===== src/rtl/jpa_pkg.sv =====
`default_nettype none
package jpa_pkg;

   localparam int SUM_W = 68;
   localparam int TC_W = 100;
   localparam int A_W = 120;
   localparam int NORM_BITS = 59;
   localparam int GROUPS = 15;
   localparam int CORDIC_STEPS = 30;
   localparam int ROOT_STEPS = 61;
   localparam int ROOT_W = 122;

   localparam logic [16:0] GAMMA_ONE = 17'd65536;

   localparam logic signed [39:0] PI_Q30 = 40'sd3373259426;
   localparam logic signed [39:0] THREE_PI_8_Q32 = 40'sd5059889139;
   localparam logic signed [39:0] HALF_PI_Q32 = 40'sd6746518853;
   localparam logic signed [31:0] THETA_LIMIT = 32'sd632486143;

   typedef enum logic [7:0] {
      CSR_GAMMA = 8'd0,
      CSR_SCALE = 8'd1
   } csr_index_type;

   typedef struct packed {
      logic                zero;
      logic                a1_neg;
      logic                a2_neg;
      logic signed [7:0]   k;
   } side_type;

   typedef struct packed {
      side_type            side;
      logic [58:0]         u;
      logic signed [63:0]  x;
      logic signed [63:0]  y;
      logic signed [33:0]  z;
      logic [121:0]        op;
      logic [121:0]        res;
   } step_type;

   function automatic logic signed [33:0] atan_entry(input int idx);
      logic signed [33:0] one_v;
      logic signed [33:0] r;
      one_v = 34'sd1;
      case (idx)
         0: r = 34'sd843314857;
         1: r = 34'sd497837829;
         2: r = 34'sd263043837;
         3: r = 34'sd133525159;
         4: r = 34'sd67021687;
         5: r = 34'sd33543516;
         6: r = 34'sd16775851;
         7: r = 34'sd8388437;
         8: r = 34'sd4194283;
         9: r = 34'sd2097149;
         default: r = (idx <= 30) ? (one_v <<< (30 - idx)) : 34'sd0;
      endcase
      return r;
   endfunction

endpackage
`default_nettype wire


===== src/rtl/jpa_norm.sv =====
`default_nettype none
module jpa_norm (
   input  wire logic                clock,
   input  wire logic                reset,
   input  wire logic                en,
   input  wire logic                in_valid,
   input  wire logic signed [119:0] a1,
   input  wire logic signed [119:0] a2,
   output logic                     out_valid,
   output jpa_pkg::side_type        side,
   output logic [58:0]              u,
   output logic [58:0]              v
);
   import jpa_pkg::*;

   logic                v1_ff, v2_ff, v3_ff;
   logic [A_W-1:0]      ua_in, ub_in, orv;
   logic [A_W-1:0]      ua_ff, ub_ff, ua2_ff, ub2_ff;
   side_type            side_in, side_ff, side_hold_ff, side_out_in, side_out_ff;
   logic [GROUPS-1:0]   nz_in, nz_ff;
   logic [2:0]          pos_in [GROUPS];
   logic [2:0]          pos_ff [GROUPS];
   logic [6:0]          bl_in, bl_ff;
   logic [A_W-1:0]      shu, shv;
   logic [6:0]          sh_amt;
   logic [58:0]         u_in, v_in, u_ff, v_ff;

   always_comb begin
      ua_in = a1[A_W-1] ? A_W'(-a1) : A_W'(a1);
      ub_in = a2[A_W-1] ? A_W'(-a2) : A_W'(a2);
      orv = ua_in | ub_in;
      side_in.zero = (a1 == '0) && (a2 == '0);
      side_in.a1_neg = a1[A_W-1];
      side_in.a2_neg = a2[A_W-1];
      side_in.k = '0;
      for (int g = 0; g < GROUPS; g++) begin
         nz_in[g] = |orv[8*g +: 8];
         pos_in[g] = '0;
         for (int b = 0; b < 8; b++) begin
            if (orv[8*g + b]) begin
               pos_in[g] = 3'(b);
            end
         end
      end
   end

   always_comb begin
      bl_in = '0;
      for (int g = 0; g < GROUPS; g++) begin
         if (nz_ff[g]) begin
            bl_in = 7'(8*g) + 7'(pos_ff[g]) + 7'd1;
         end
      end
   end

   always_comb begin
      side_out_in = side_hold_ff;
      side_out_in.k = $signed({1'b0, bl_ff}) - 8'sd59;
      if (bl_ff > 7'(NORM_BITS)) begin
         sh_amt = bl_ff - 7'(NORM_BITS);
         shu = ua2_ff >> sh_amt;
         shv = ub2_ff >> sh_amt;
      end else begin
         sh_amt = 7'(NORM_BITS) - bl_ff;
         shu = ua2_ff << sh_amt;
         shv = ub2_ff << sh_amt;
      end
      u_in = shu[58:0];
      v_in = shv[58:0];
   end

   always_ff @(posedge clock) begin
      if (reset) begin
         v1_ff <= 1'b0;
         v2_ff <= 1'b0;
         v3_ff <= 1'b0;
      end else if (en) begin
         v1_ff <= in_valid;
         v2_ff <= v1_ff;
         v3_ff <= v2_ff;
      end
   end

   always_ff @(posedge clock) begin
      if (en) begin
         ua_ff <= ua_in;
         ub_ff <= ub_in;
         side_ff <= side_in;
         nz_ff <= nz_in;
         for (int g = 0; g < GROUPS; g++) begin
            pos_ff[g] <= pos_in[g];
         end
         ua2_ff <= ua_ff;
         ub2_ff <= ub_ff;
         bl_ff <= bl_in;
         side_hold_ff <= side_ff;
         u_ff <= u_in;
         v_ff <= v_in;
         side_out_ff <= side_out_in;
      end
   end

   assign out_valid = v3_ff;
   assign side = side_out_ff;
   assign u = u_ff;
   assign v = v_ff;

endmodule
`default_nettype wire


===== config.mk =====
export PLATFORM = sky130hd
export DESIGN_NAME = jpa_norm
export DESIGN_NICKNAME = d
export VERILOG_FILES = /design/src/rtl/jpa_pkg.sv /design/src/rtl/jpa_norm.sv
export SDC_FILE = /design/constraint.sdc
export NUM_CORES = 2
export LEC_CHECK = 0
export ABC_AREA = 1
export BUFFER_PORTS_ARGS = -buffer_cell sky130_fd_sc_hd__buf_2
export CAP_MARGIN = 5
export CELL_PAD_IN_SITES_DETAIL_PLACEMENT = 1
export CELL_PAD_IN_SITES_GLOBAL_PLACEMENT = 1
export CORE_UTILIZATION = 29
export DETAILED_ROUTE_END_ITERATION = 6
export GPL_TIMING_DRIVEN = 0
export MAX_ROUTING_LAYER = met4
export PLACE_DENSITY_LB_ADDON = 0.3
export REMOVE_ABC_BUFFERS = 1
export SLEW_MARGIN = 15
export SYNTH_ARGS = -nofsm -noshare
export SYNTH_HDL_FRONTEND = slang
export SYNTH_SLANG_ARGS = --single-unit

===== constraint.sdc =====
create_clock -name clock -period 3.6 [get_ports clock]
set_clock_uncertainty 0.1 [all_clocks]
set_input_delay 0.72 -clock clock [delete_from_list [all_inputs] [get_ports clock]]
set_output_delay 0.72 -clock clock [all_outputs]
set_load 0.02 [all_outputs]

==> reports/results.ini <==
[outcome]
run_status=finished, violations left
failed_checks=DRC, setup timing

[synth]
ys.flop_type=edfxtp_1
synthCells=8113
ys_types=62
syn_area_sq_um=55000
yosysWarnings=0
ys_seq_elements=685
synth_edf_count=682
ys_seq_area_frac=0.374
syn_avg_cell_area_sq_um=6.77
async_reset_ff_frac=0

[cts]
cts_max_level=3
clockBufferDepth=3
clk_latency_ps=740
clk_pin_slew_worst_paths_ps=60
clockRootBuffer=clkbuf_16
cts.hold.buffers_added=0
cts_tree=yes
cts_made_buffers=84
cts_sinks=685

[route]
dr.pass1.iters=7
via_per_inst=5.54
num_vias=60400
drc=26
routed_wirelength_mm=320
drtIter0Drc=7003
detail_route.wl_per_cell_um=29.4
ant_nets=0

[critical_path]
cp-startpoint=bl_ff[0]
r2r_start=bl_ff[0]
critical-path-top-delay-family=compound AO/OA/AOI/OAI gates
path_depth=13
rr_endpoint=u[0]
cp-end-kind=flip-flop
r2r_slack_ps=-70
worst-r2r-cell-count=13
cp_common_cell=nand2_1
worstSetupEndpoint=u[0]
worstPathMaxFanout=10
path_class=flip-flop to flip-flop
cpMaxStageDelayCell=o21ai_0
startpoint_type=flip-flop
worstPathArrival_ps=4050
cp_num_buf_inv=4
path_cells=buf_4 -> buf_12 -> ha_4 -> buf_16 -> buf_4 -> o21ai_0 -> mux2i_1 -> o21ai_0 -> nand2_1 -> nand3_1 -> nand3_1 -> nand2_1 -> nand2_1
crit_required_ps=3980
cpPeakStageDelay_ps=720

[flow_run]
maxCapViolCount=0

[sta]
finalSetupViolCount=3
drv_slew=0
hold_viol=0
fin_ws_ps=-70.2
rsz0062_at_grt=yes
final.min_clock_period_ps=3670
fmax_mhz=272
period_share=1.02
tightest_slew_ps=1310
slew_headroom=0.123

[finish]
mostFrequentLayoutCell=nand2_1
utilization=0.350
fillers=23300
final_nets=8591
drive_above_1_share=0.116
final_area_sq_um=65900
area_delta_synth_final_pct=19.9
mostFrequentLayoutCells=nand2_1, nor2_1, edfxtp_1

[hold_path]
hold_class=input port to flip-flop

[place]
gp_congestion=1.01
numPortBuffers=373
dp_hpwl_mm=241
place_area_sq_um=60200

[die]
die_x_um=437
dieArea_sq_um=191000
die_h_um=437
ioPinCount=374
start_util=0.292
fp.coreArea_sq_um=188000
rows=159

[power_and_ir_drop]
internal-power_mw=19.8
power_frac_clock=0.262
vdd_drop_max_mv=0.354
powerDensity_nw_per_um2=537
netSwitchingFraction=0.439
p_sw_mw=15.5
p_leak_nw=27.7
p_comb_frac=0.441
seqPwrFrac=0.296

[grt]
grt_pass1_vias=58200
grt_pass1_wl_mm=437
antenna_found_initial=32
grt_overflow=0
grt_max_degree=107
track_usage=0.330

-- worst min path at each step --
stage                startpoint          to  slack, ps  cells past startpoint
6_report                  reset       v1_ff         70                      2
5_1_grt                   reset       v1_ff         60                      2
4_1_cts                   reset       v1_ff         10                      2
3_5_place_dp          ua_ff[36]  ua2_ff[36]        310                      0
3_3_place_gp          ua_ff[11]  ua2_ff[11]        300                      0
2_1_floorplan  side_hold_ff[10]    side[10]        300                      0
-- layout make-up --
type	count	area [sq um]	share of cell area
multi-input cells	6285	30700	0.466
flip-flops and latches	685	20500	0.312
repair buffers	563	5550	0.0842
well taps	2495	3120	0.0474
inverters	685	2800	0.0425
clock buffers	100	2180	0.0331
clock inverters	54	782	0.0119
repair inverters	15	174	0.00264
diodes	16	40.0	0.000608
-- synth_stat cells (17+ instances only) --
master	instances	area, sq um
nand2_1	2719	10200
nor2_1	740	2780
o21ai_0	708	3540
edfxtp_1	682	20500
inv_1	660	2480
nand3_1	629	3150
o21ai_1	383	1920
buf_2	221	1110
a21oi_1	192	961
xor2_1	158	1380
clkbuf_1	148	556
o211ai_1	136	1020
mux2i_1	118	1180
nand4_1	82	513
buf_1	69	259
nor3_1	45	225
a31oi_1	41	257
or2_1	40	250
or2_2	35	219
xnor2_1	35	307
ha_1	28	350
inv_2	21	78.8
nor2_2	21	131
buf_4	19	143
nand3b_1	17	128
-- state kept, by name (all words and copies together), names as in the netlist --
register and cells:
bl_ff 7, nz_ff 15, out_valid 1, pos_ff 45
side 11, side_ff 3, side_hold_ff 3, u 59
ua2_ff 120, ua_ff 120, ub2_ff 120, ub_ff 120
v 59, v1_ff 1, v2_ff 1
-- power groups by stage --
stage	clock [mW]	sequential (mW)	combinational, mW
CTS	9.47	10.5	14.8
global placement	0	10.9	13.3
detailed placement	0	10.6	13.6
finish	9.28	10.5	15.6
global route	9.69	10.5	16.4
floorplan	0	10.8	7.45
-- metrics by stage --
step                cells  setup TNS, ps  power [mW]  hold WS [ps]  setup WS, ps
finish              10900           -119        35.4          72.0         -70.2
global route        10900          -50.9        36.7          60.5         -28.4
CTS                 10800          -39.6        34.7          12.7         -17.4
detailed placement  10600        -243840        24.2           306         -3300
global placement    10500       -9415380        24.3           302        -24380
floorplan            7649       -1515390        18.2           300        -12700
-- repair_timing --
item | in CTS | in global routing
hold endpoints to repair | 0 | 0
buffers inserted | 50 | 26
pin swaps | 22 | 11
resized for setup | 191 | 129
endpoints found under the setup margin | 150 | 143
gates cloned | 40 | 12
-- metal layers --
layer,global-route usage,vias up,share of wire
li1,-,27400,-
met3,0.0534,612,0.080
met4,0.177,0,0.063
met5,-,-,0
met2,0.484,2734,0.43
met1,0.433,29600,0.43
-- cells by family (layout without fill, tap and decap cells) --
| family | after synthesis | count (layout) | synth area share |
|---|---|---|---|
| compound gates | 1542 | 1542 | 0.152 |
| xor+xnor | 196 | 196 | 0.0318 |
| fa+ha+maj | 28 | 28 | 0.00637 |
| buf+inv | 1149 | 1417 | 0.0858 |
| flops | 685 | 685 | 0.374 |
| mux | 118 | 118 | 0.0215 |
| other cells | 0 | 16 | 0 |
| simple gates | 4395 | 4401 | 0.329 |
Power figures use the tool's default switching activity.
